===== config.mk =====
export PLATFORM = sky130hd
export DESIGN_NAME = line_rasterizer_unit_flat
export DESIGN_NICKNAME = d
export VERILOG_FILES = /design/src/hw/rtl/lra_pkg.sv /design/src/hw/rtl/lra_cmd_if.sv /design/src/hw/rtl/lra_pix_if.sv /design/src/hw/rtl/lra_setup.sv /design/src/hw/rtl/lra_step.sv /design/src/hw/rtl/lra_clip.sv /design/src/hw/rtl/line_rasterizer_unit.sv /design/src/flat_wrapper.sv
export SDC_FILE = /design/constraint.sdc
export NUM_CORES = 1
export LEC_CHECK = 0
export BUFFER_PORTS_ARGS = -buffer_cell sky130_fd_sc_hd__clkbuf_2
export CORE_UTILIZATION = 25
export DETAILED_ROUTE_END_ITERATION = 10
export PLACE_DENSITY_LB_ADDON = 0.1
export SLEW_MARGIN = 20
export SYNTH_ARGS = -nofsm -noshare
export SYNTH_HDL_FRONTEND = slang
export SYNTH_SLANG_ARGS = --single-unit
export TNS_END_PERCENT = 1

===== constraint.sdc =====
create_clock -name clk -period 5.95 [get_ports clk]
set_input_delay 0.2975 -clock clk [delete_from_list [all_inputs] [get_ports clk]]
set_output_delay 0.2975 -clock clk [all_outputs]
set_load 0.02 [all_outputs]

===== src/hw/rtl/lra_pkg.sv =====
// Shared constants, codes and types for the line rasterizer.
// No dependencies; every other file of the block refers to this package.
package lra_pkg;

    localparam int COORD_BITS_DEF = 16;
    localparam int REG_BITS       = 15;

    localparam logic [REG_BITS-1:0] WIDTH_RESET  = 15'd800;
    localparam logic [REG_BITS-1:0] HEIGHT_RESET = 15'd600;

    typedef enum logic [0:0] {
        OP_START = 1'b0,
        OP_STEP  = 1'b1
    } opcode_t;

    typedef enum logic [0:0] {
        REG_SCREEN_WIDTH  = 1'b0,
        REG_SCREEN_HEIGHT = 1'b1
    } reg_index_t;

    // Direction and axis selection of the segment in progress.
    typedef struct packed {
        logic row_dir_neg;
        logic col_dir_neg;
        logic col_is_major;
    } dir_t;

endpackage


===== src/hw/rtl/lra_cmd_if.sv =====
// Command channel of the line rasterizer: opcode and segment endpoints.
// Depends on lra_pkg for the opcode type.
interface lra_cmd_if #(
    parameter int COORD_BITS = lra_pkg::COORD_BITS_DEF
);
    logic                         valid;
    logic                         ready;
    lra_pkg::opcode_t             opcode;
    logic signed [COORD_BITS-1:0] src_row;
    logic signed [COORD_BITS-1:0] src_col;
    logic signed [COORD_BITS-1:0] dst_row;
    logic signed [COORD_BITS-1:0] dst_col;

    modport source (output valid, opcode, src_row, src_col, dst_row, dst_col, input ready);
    modport sink   (input valid, opcode, src_row, src_col, dst_row, dst_col, output ready);
endinterface


===== src/hw/rtl/lra_pix_if.sv =====
// Pixel channel of the line rasterizer: one pixel with its flags per beat.
// Depends on lra_pkg for the default coordinate width.
interface lra_pix_if #(
    parameter int COORD_BITS = lra_pkg::COORD_BITS_DEF
);
    logic                         valid;
    logic                         ready;
    logic signed [COORD_BITS-1:0] pixel_row;
    logic signed [COORD_BITS-1:0] pixel_col;
    logic                         pixel_visible;
    logic                         segment_last;
    logic                         no_pixel;

    modport source (output valid, pixel_row, pixel_col, pixel_visible, segment_last, no_pixel,
                    input ready);
    modport sink   (input valid, pixel_row, pixel_col, pixel_visible, segment_last, no_pixel,
                    output ready);
endinterface


===== src/hw/rtl/lra_setup.sv =====
// Segment set-up: axis distances, step signs, major axis and initial error.
// Depends on lra_pkg for the direction struct.
module lra_setup #(
    parameter int COORD_BITS = lra_pkg::COORD_BITS_DEF
) (
    input  logic [COORD_BITS-1:0] src_row,
    input  logic [COORD_BITS-1:0] src_col,
    input  logic [COORD_BITS-1:0] dst_row,
    input  logic [COORD_BITS-1:0] dst_col,
    output logic [COORD_BITS:0]   major_len,
    output logic [COORD_BITS:0]   minor_len,
    output logic [COORD_BITS+1:0] error_init,
    output lra_pkg::dir_t         dir
);
    logic [COORD_BITS:0] diff_row;
    logic [COORD_BITS:0] diff_col;
    logic [COORD_BITS:0] abs_row;
    logic [COORD_BITS:0] abs_col;

    // Differences are taken one bit wider so that they cannot overflow.
    assign diff_row = {dst_row[COORD_BITS-1], dst_row} - {src_row[COORD_BITS-1], src_row};
    assign diff_col = {dst_col[COORD_BITS-1], dst_col} - {src_col[COORD_BITS-1], src_col};

    assign abs_row = diff_row[COORD_BITS] ? (~diff_row + 1'b1) : diff_row;
    assign abs_col = diff_col[COORD_BITS] ? (~diff_col + 1'b1) : diff_col;

    // A zero difference steps in the negative direction, as does a negative one.
    assign dir.row_dir_neg  = diff_row[COORD_BITS] || (diff_row == '0);
    assign dir.col_dir_neg  = diff_col[COORD_BITS] || (diff_col == '0);
    assign dir.col_is_major = abs_col > abs_row;

    assign major_len  = dir.col_is_major ? abs_col : abs_row;
    assign minor_len  = dir.col_is_major ? abs_row : abs_col;
    assign error_init = {2'b00, major_len[COORD_BITS:1]};
endmodule


===== src/hw/rtl/lra_step.sv =====
// One Bresenham step: error update and the move of both coordinates.
// Depends on lra_pkg for the direction struct.
module lra_step #(
    parameter int COORD_BITS = lra_pkg::COORD_BITS_DEF
) (
    input  logic [COORD_BITS-1:0] cur_row,
    input  logic [COORD_BITS-1:0] cur_col,
    input  logic [COORD_BITS+1:0] error_term,
    input  logic [COORD_BITS:0]   major_len,
    input  logic [COORD_BITS:0]   minor_len,
    input  lra_pkg::dir_t         dir,
    output logic [COORD_BITS-1:0] next_row,
    output logic [COORD_BITS-1:0] next_col,
    output logic [COORD_BITS+1:0] next_error
);
    logic [COORD_BITS+1:0] error_sum;
    logic                  minor_move;
    logic [COORD_BITS-1:0] row_moved;
    logic [COORD_BITS-1:0] col_moved;

    assign error_sum  = error_term + {1'b0, minor_len};
    assign minor_move = error_sum >= {1'b0, major_len};
    assign next_error = minor_move ? error_sum - {1'b0, major_len} : error_sum;

    assign row_moved = dir.row_dir_neg ? cur_row - 1'b1 : cur_row + 1'b1;
    assign col_moved = dir.col_dir_neg ? cur_col - 1'b1 : cur_col + 1'b1;

    // The major coordinate always moves; the minor one only on an error carry.
    assign next_col = (dir.col_is_major || minor_move) ? col_moved : cur_col;
    assign next_row = (!dir.col_is_major || minor_move) ? row_moved : cur_row;
endmodule


===== src/hw/rtl/lra_clip.sv =====
// Clip test: a pixel is visible strictly inside the window (0, width) x (0, height).
// Depends on lra_pkg for the register width.
module lra_clip #(
    parameter int COORD_BITS = lra_pkg::COORD_BITS_DEF
) (
    input  logic [COORD_BITS-1:0]        row,
    input  logic [COORD_BITS-1:0]        col,
    input  logic [lra_pkg::REG_BITS-1:0] screen_width,
    input  logic [lra_pkg::REG_BITS-1:0] screen_height,
    output logic                         visible
);
    // Comparisons are made in a signed width that holds both operands.
    localparam int CMP_BITS = ((COORD_BITS > lra_pkg::REG_BITS) ?
                               COORD_BITS : lra_pkg::REG_BITS) + 1;

    logic signed [CMP_BITS-1:0] row_ext;
    logic signed [CMP_BITS-1:0] col_ext;
    logic signed [CMP_BITS-1:0] width_ext;
    logic signed [CMP_BITS-1:0] height_ext;

    assign row_ext    = CMP_BITS'($signed(row));
    assign col_ext    = CMP_BITS'($signed(col));
    assign width_ext  = $signed(CMP_BITS'(screen_width));
    assign height_ext = $signed(CMP_BITS'(screen_height));

    assign visible = (col_ext > 0) && (col_ext < width_ext) &&
                     (row_ext > 0) && (row_ext < height_ext);
endmodule


===== src/hw/rtl/line_rasterizer_unit.sv =====
// Top level of the line rasterizer: state registers, output register, config registers.
// Depends on lra_pkg, lra_cmd_if, lra_pix_if, lra_setup, lra_step and lra_clip.
//
// Usage:
//   cmd carries one command per beat. A start command loads a segment from its
//   endpoints and returns the source pixel; each step command advances one pixel
//   along the segment. pix returns exactly one beat for every command: the pixel,
//   its clip flag, a last-pixel flag, and no_pixel for a step with no segment.
//   cfg_we/cfg_index/cfg_data write screen_width (index 0) and screen_height
//   (index 1); write them only while no command is outstanding.
// Timing:
//   A command is processed in the cycle it is accepted and its result is held in
//   the output register from the next cycle. The step recurrence (one add,
//   compare and subtract on the error term) is combinational, so one command
//   is taken per cycle while pix is not stalled.
// Reset and stalls:
//   Reset clears the segment state (no segment active) and loads 800 x 600 into
//   the window registers. While pix is stalled with a result held, cmd.ready is
//   low; it rises in the same cycle that the held beat is taken.
module line_rasterizer_unit #(
    parameter int COORD_BITS = lra_pkg::COORD_BITS_DEF
) (
    input  logic                         clk,
    input  logic                         rst_n,
    lra_cmd_if.sink                      cmd,
    lra_pix_if.source                    pix,
    input  logic                         cfg_we,
    input  lra_pkg::reg_index_t          cfg_index,
    input  logic [lra_pkg::REG_BITS-1:0] cfg_data
);
    logic [lra_pkg::REG_BITS-1:0] screen_width_reg;
    logic [lra_pkg::REG_BITS-1:0] screen_height_reg;

    logic [COORD_BITS-1:0] cur_row_reg,    cur_row_next;
    logic [COORD_BITS-1:0] cur_col_reg,    cur_col_next;
    logic [COORD_BITS+1:0] error_term_reg, error_term_next;
    logic [COORD_BITS:0]   major_len_reg,  major_len_next;
    logic [COORD_BITS:0]   minor_len_reg,  minor_len_next;
    logic [COORD_BITS:0]   steps_left_reg, steps_left_next;
    lra_pkg::dir_t         dir_reg,        dir_next;
    logic                  active_reg,     active_next;

    logic                  out_valid_reg;
    logic [COORD_BITS-1:0] out_row_reg,     out_row_next;
    logic [COORD_BITS-1:0] out_col_reg,     out_col_next;
    logic                  out_visible_reg, out_visible_next;
    logic                  out_last_reg,    out_last_next;
    logic                  out_none_reg,    out_none_next;

    logic                  cmd_accept;

    logic [COORD_BITS:0]   setup_major;
    logic [COORD_BITS:0]   setup_minor;
    logic [COORD_BITS+1:0] setup_error;
    lra_pkg::dir_t         setup_dir;

    logic [COORD_BITS-1:0] step_row;
    logic [COORD_BITS-1:0] step_col;
    logic [COORD_BITS+1:0] step_error;

    lra_setup #(.COORD_BITS(COORD_BITS)) u_setup (
        .src_row    (cmd.src_row),
        .src_col    (cmd.src_col),
        .dst_row    (cmd.dst_row),
        .dst_col    (cmd.dst_col),
        .major_len  (setup_major),
        .minor_len  (setup_minor),
        .error_init (setup_error),
        .dir        (setup_dir)
    );

    lra_step #(.COORD_BITS(COORD_BITS)) u_step (
        .cur_row    (cur_row_reg),
        .cur_col    (cur_col_reg),
        .error_term (error_term_reg),
        .major_len  (major_len_reg),
        .minor_len  (minor_len_reg),
        .dir        (dir_reg),
        .next_row   (step_row),
        .next_col   (step_col),
        .next_error (step_error)
    );

    lra_clip #(.COORD_BITS(COORD_BITS)) u_clip (
        .row           (out_row_next),
        .col           (out_col_next),
        .screen_width  (screen_width_reg),
        .screen_height (screen_height_reg),
        .visible       (out_visible_next)
    );

    // A new command is taken whenever the output register is empty or being emptied.
    assign cmd.ready  = !out_valid_reg || pix.ready;
    assign cmd_accept = cmd.valid && cmd.ready;

    always_comb
    begin
        cur_row_next    = cur_row_reg;
        cur_col_next    = cur_col_reg;
        error_term_next = error_term_reg;
        major_len_next  = major_len_reg;
        minor_len_next  = minor_len_reg;
        steps_left_next = steps_left_reg;
        dir_next        = dir_reg;
        active_next     = active_reg;
        out_row_next    = '0;
        out_col_next    = '0;
        out_last_next   = 1'b0;
        out_none_next   = 1'b0;
        unique case (cmd.opcode)
            lra_pkg::OP_START:
            begin
                cur_row_next    = cmd.src_row;
                cur_col_next    = cmd.src_col;
                error_term_next = setup_error;
                major_len_next  = setup_major;
                minor_len_next  = setup_minor;
                steps_left_next = setup_major;
                dir_next        = setup_dir;
                active_next     = setup_major != '0;
                out_row_next    = cmd.src_row;
                out_col_next    = cmd.src_col;
                out_last_next   = setup_major == '0;
            end
            lra_pkg::OP_STEP:
            begin
                if (active_reg)
                begin
                    cur_row_next    = step_row;
                    cur_col_next    = step_col;
                    error_term_next = step_error;
                    steps_left_next = steps_left_reg - 1'b1;
                    active_next     = steps_left_reg != (COORD_BITS+1)'(1);
                    out_row_next    = step_row;
                    out_col_next    = step_col;
                    out_last_next   = steps_left_reg == (COORD_BITS+1)'(1);
                end
                else
                begin
                    out_none_next = 1'b1;
                end
            end
            default:
            begin
                out_none_next = 1'b0;
            end
        endcase
    end

    always_ff @(posedge clk or negedge rst_n)
    begin
        if (!rst_n)
        begin
            cur_row_reg    <= '0;
            cur_col_reg    <= '0;
            error_term_reg <= '0;
            major_len_reg  <= '0;
            minor_len_reg  <= '0;
            steps_left_reg <= '0;
            dir_reg        <= '0;
            active_reg     <= 1'b0;
        end
        else if (cmd_accept)
        begin
            cur_row_reg    <= cur_row_next;
            cur_col_reg    <= cur_col_next;
            error_term_reg <= error_term_next;
            major_len_reg  <= major_len_next;
            minor_len_reg  <= minor_len_next;
            steps_left_reg <= steps_left_next;
            dir_reg        <= dir_next;
            active_reg     <= active_next;
        end
    end

    always_ff @(posedge clk or negedge rst_n)
    begin
        if (!rst_n)
        begin
            out_valid_reg <= 1'b0;
        end
        else if (cmd_accept)
        begin
            out_valid_reg <= 1'b1;
        end
        else if (pix.ready)
        begin
            out_valid_reg <= 1'b0;
        end
    end

    // The visible flag of a no-pixel beat is zero because the clip sees the origin.
    always_ff @(posedge clk)
    begin
        if (cmd_accept)
        begin
            out_row_reg     <= out_row_next;
            out_col_reg     <= out_col_next;
            out_visible_reg <= out_visible_next;
            out_last_reg    <= out_last_next;
            out_none_reg    <= out_none_next;
        end
    end

    always_ff @(posedge clk or negedge rst_n)
    begin
        if (!rst_n)
        begin
            screen_width_reg  <= lra_pkg::WIDTH_RESET;
            screen_height_reg <= lra_pkg::HEIGHT_RESET;
        end
        else if (cfg_we)
        begin
            unique case (cfg_index)
                lra_pkg::REG_SCREEN_WIDTH:  screen_width_reg  <= cfg_data;
                lra_pkg::REG_SCREEN_HEIGHT: screen_height_reg <= cfg_data;
                default:                    screen_width_reg  <= screen_width_reg;
            endcase
        end
    end

    assign pix.valid         = out_valid_reg;
    assign pix.pixel_row     = out_row_reg;
    assign pix.pixel_col     = out_col_reg;
    assign pix.pixel_visible = out_visible_reg;
    assign pix.segment_last  = out_last_reg;
    assign pix.no_pixel      = out_none_reg;

`ifndef SYNTHESIS
    a_active_matches_count: assert property (@(posedge clk) disable iff (!rst_n)
        active_reg == (steps_left_reg != '0))
        else $error("segment active flag disagrees with the remaining step count");

    a_error_below_major: assert property (@(posedge clk) disable iff (!rst_n)
        active_reg |-> (error_term_reg < {1'b0, major_len_reg}))
        else $error("error term reached the major length during a segment");

    a_no_pixel_is_clear: assert property (@(posedge clk) disable iff (!rst_n)
        (pix.valid && pix.no_pixel) |->
            (pix.pixel_row == '0 && pix.pixel_col == '0 &&
             !pix.pixel_visible && !pix.segment_last))
        else $error("no-pixel beat carries pixel data");

    a_no_overwrite: assert property (@(posedge clk) disable iff (!rst_n)
        (out_valid_reg && !pix.ready) |-> !cmd_accept)
        else $error("command accepted while a stalled result is held");

    a_last_ends_segment: assert property (@(posedge clk) disable iff (!rst_n)
        (cmd_accept && out_last_next) |=> !active_reg)
        else $error("segment still active after its last pixel");
`endif
endmodule

===== src/flat_wrapper.sv =====
// flat-port wrapper written by rule: the top's interface ports become plain ports
module line_rasterizer_unit_flat 
#(
    parameter int COORD_BITS = lra_pkg::COORD_BITS_DEF
)
  (clk, rst_n, cfg_we, cfg_index, cfg_data, cmd_valid, cmd_opcode, cmd_src_row, cmd_src_col, cmd_dst_row, cmd_dst_col, cmd_ready, pix_valid, pix_pixel_row, pix_pixel_col, pix_pixel_visible, pix_segment_last, pix_no_pixel, pix_ready);
  lra_cmd_if #(.COORD_BITS(COORD_BITS)) cmd_i ();
  lra_pix_if #(.COORD_BITS(COORD_BITS)) pix_i ();
  input  logic clk;
  input  logic rst_n;
  input  logic cfg_we;
  input  lra_pkg::reg_index_t cfg_index;
  input  logic [lra_pkg::REG_BITS-1:0] cfg_data;
  input wire logic [$bits(cmd_i.valid)-1:0] cmd_valid;
  input wire logic [$bits(cmd_i.opcode)-1:0] cmd_opcode;
  input wire logic [$bits(cmd_i.src_row)-1:0] cmd_src_row;
  input wire logic [$bits(cmd_i.src_col)-1:0] cmd_src_col;
  input wire logic [$bits(cmd_i.dst_row)-1:0] cmd_dst_row;
  input wire logic [$bits(cmd_i.dst_col)-1:0] cmd_dst_col;
  output wire logic [$bits(cmd_i.ready)-1:0] cmd_ready;
  output wire logic [$bits(pix_i.valid)-1:0] pix_valid;
  output wire logic [$bits(pix_i.pixel_row)-1:0] pix_pixel_row;
  output wire logic [$bits(pix_i.pixel_col)-1:0] pix_pixel_col;
  output wire logic [$bits(pix_i.pixel_visible)-1:0] pix_pixel_visible;
  output wire logic [$bits(pix_i.segment_last)-1:0] pix_segment_last;
  output wire logic [$bits(pix_i.no_pixel)-1:0] pix_no_pixel;
  input wire logic [$bits(pix_i.ready)-1:0] pix_ready;
  assign cmd_i.valid = cmd_valid;
  assign cmd_i.opcode = cmd_opcode;
  assign cmd_i.src_row = cmd_src_row;
  assign cmd_i.src_col = cmd_src_col;
  assign cmd_i.dst_row = cmd_dst_row;
  assign cmd_i.dst_col = cmd_dst_col;
  assign cmd_ready = cmd_i.ready;
  assign pix_valid = pix_i.valid;
  assign pix_pixel_row = pix_i.pixel_row;
  assign pix_pixel_col = pix_i.pixel_col;
  assign pix_pixel_visible = pix_i.pixel_visible;
  assign pix_segment_last = pix_i.segment_last;
  assign pix_no_pixel = pix_i.no_pixel;
  assign pix_i.ready = pix_ready;
  line_rasterizer_unit #(.COORD_BITS(COORD_BITS)) u_core (.clk(clk), .rst_n(rst_n), .cmd(cmd_i), .pix(pix_i), .cfg_we(cfg_we), .cfg_index(cfg_index), .cfg_data(cfg_data));
endmodule

==> results.json <==
{
  "violations": "negative setup slack",
  "io_buffers": 122,
  "synth.largest_area_cell": "dfrtp_1",
  "avgSynthCellArea_um2": 8.37,
  "syn2layout_area_growth_pct": 31.8,
  "critPathKind": "reg2reg",
  "synth_top_area_share_pct": 21.8,
  "netlist_area_mm2": 0.0148,
  "core_area_mm2": 0.0580,
  "die_x_um": 245,
  "hpwl_mm": 44.4,
  "ant_nets": 0,
  "clk_latency_ps": 490,
  "fmax_mhz": 163,
  "drive_gt1_share_pct": 27.2,
  "grt_max_degree": 86,
  "synth_edf_count": 35,
  "gp_congestion": 0.864,
  "cts_buffer_depth": 2,
  "rsz0062_at_grt": "true",
  "cts_buffers": 17,
  "post-route-min-period_ps": 6150,
  "cts_tree": "done",
  "syn_nets": 2001,
  "wl_mm": 55.7,
  "clk_pin_slew_worst_paths_ps": 70,
  "worstSetupEndpointType": "flip-flop",
  "die_area_mm2": 0.0601,
  "max_slew_margin_pct": 37.6,
  "syn_inst": 1766,
  "cp.depth": 28,
  "synth.area.top_cells": "dfrtp_1 (22%), ha_1 (12%), edfxtp_1 (7.1%)",
  "h-tree-depth": 4,
  "finalCritPeriodShare_pct": 103,
  "cp-start-kind": "flip-flop",
  "crit_family": "simple AND/OR/NAND/NOR gates",
  "wire_per_inst_um": 18.8,
  "yosysWarnings": 0,
  "ir_drop_v": 0.000332,
  "largest_reg_flops": 18,
  "first_pass_iters": 5,
  "setup_ws_ps": -197,
  "p_leak_nw": 8.96,
  "hold_viol_final": 0,
  "post-place-ws_ps": -565,
  "power_density_mw_per_mm2": 656,
  "slew_violations": 0,
  "min_path_type": "in2reg",
  "maxCapViolCount": 0,
  "drc_errors": 0,
  "gr-total-overflow": 0,
  "cts-root-buf": "clkbuf_16",
  "critPathMaxFanout": 4,
  "io_pins": 123,
  "ys_seq_area_share_pct": 30.2,
  "slowest_delay_ps": 580,
  "tightest_slew_ps": 934,
  "status": "finished with violations",
  "setup_viol": 1,
  "crit_buf_inv": 4,
  "whs_endpoint": "u_core.screen_width_reg[2]",
  "final_cell_mix": "buf_4 (335), o21ai_0 (156), nand2_1 (154)",
  "crit_start": "u_core.minor_len_reg[0]",
  "worstReg2RegStart": "u_core.minor_len_reg[0]",
  "vias_per_cell": 4.97,
  "dpl.cell_count": 2892,
  "clock-skew-final_ps": 27.9,
  "ys_seq_elements": 171,
  "hold_depth": 3,
  "routed-via-count": 14700,
  "slowest_stage": "or4_1",
  "final_cell_count_no_fill": 2958,
  "required_ps": 6190,
  "layout_commonest_cell": "buf_4",
  "async_reset_ff_share_pct": 79.5,
  "die-height_um": 245,
  "nNetsFinal": 2415,
  "grt_util_all_layers_pct": 18.8,
  "cts.sinks": 171,
  "grt_pass1_vias": 14800,
  "synth_cell_types": 93,
  "reg2reg_to": "u_core.pix.pixel_visible",
  "reg2regPathDepth": 28,
  "initial_core_util_pct": 25.5,
  "crit_arrival_ps": 6380,
  "synthFlopType": "dfrtp_1",
  "r2r_slack_ps": -200,
  "antenna_found_initial": 1,
  "diodes": 0,
  "fp-row-count": 88,
  "grt_pass1_wl_mm": 86.1,
  "min_from": "cfg_data[2]",
  "initialDrtViolationCount": 753
}
-- worst max path at each step --
stage / slack (ps) / to
floorplan: 40 / u_core.pix.pixel_visible
global placement: -530 / u_core.pix.pixel_visible
finish: -200 / u_core.pix.pixel_visible
global route: -460 / u_core.pix.pixel_visible
CTS: -120 / u_core.pix.pixel_visible
detailed placement: -560 / u_core.active_reg
-- cell usage after synthesis, types with 11 or more instances --
cell	count
ha_1	143
edfxtp_1	35
o21ai_0	161
nor4_1	11
mux2i_1	21
a21oi_1	147
a31oi_1	24
nand2_1	155
o21bai_1	12
a211oi_1	19
nand2b_1	18
and3_1	12
dfrtp_1	129
clkbuf_1	56
and2_1	13
a21o_1	43
xor2_1	42
mux2_2	20
o21a_1	25
nor2b_1	18
nor2_1	116
o211ai_1	17
o22ai_1	59
xnor2_1	60
nand4_1	18
nor3_1	47
inv_1	119
nand3_1	39
or3_1	26
-- tightest hold or removal path, stage by stage --
cell	delay (ps)
clkbuf_2	100
nand2_1	50
o21ai_0	60
-- kinds of logic (layout without fill, tap and decap cells) --
kind of cell | count (synthesis) | count (layout) | synth area share [%]
AO/OA/AOI/OAI | 607 | 607 | 26.0
XOR/XNOR | 103 | 103 | 6.15
adder cells (fa/ha/maj) | 149 | 149 | 12.9
buffers and inverters | 190 | 617 | 5.25
flip-flops | 171 | 171 | 30.2
multiplexers | 41 | 41 | 2.95
AND/OR/NAND/NOR | 505 | 505 | 16.6
-- area by class of cell --
| cell class | instances | area (µm²) |
|---|---|---|
| Multi-Input combinational cell | 1405 | 9850 |
| Fill cell | 6165 | 38600 |
| Sequential cell | 171 | 4460 |
| Inverter | 120 | 450 |
| Clock inverter | 11 | 97.6 |
| Tap cell | 765 | 957 |
| Clock buffer | 21 | 440 |
| Timing Repair Buffer | 465 | 3220 |
-- routing by layer --
metal	up-vias	GRT usage, %	share of wire [%]
li1	7319	-	-
met1	7083	25.7	49
met2	248	30.2	46
met3	41	2.59	2.8
met4	0	5.97	2.2
met5	-	0	0
-- report_power, final --
group	total, mW	internal [mW]	switching, mW
logic	9.68	4.56	5.13
clock network	1.10	0.573	0.528
registers	1.98	1.64	0.349
total	12.8	6.77	6.00
-- metrics by stage --
| step | hold slack [ps] | utilization (%) | TNS (ps) | area (µm²) | total power, mW |
|---|---|---|---|---|---|
| final | 64.9 | 33.6 | -197 | 19500 | 12.8 |
| after global routing | 56.0 | 33.6 | -555 | 19500 | 13.9 |
| after CTS | 24.6 | 33.2 | -119 | 19200 | 12.5 |
| after detailed placement | 438 | 31.7 | -1610 | 18400 | 11.0 |
| after global placement | 440 | 31.7 | -1380 | 18400 | 10.9 |
| after floorplan | 1.91 | - | 0 | 14800 | 7.48 |
-- repair_timing --
item                                    in CTS  in global routing
endpoints found under the setup margin       3                  3
resized for setup                           32                 31
hold buffers                                 2                  0
gates cloned                                 1                  0
pin swaps                                   30                 29
hold endpoints to repair                    85                  0
buffers inserted                            21                 13
Power figures use the tool's default switching activity.
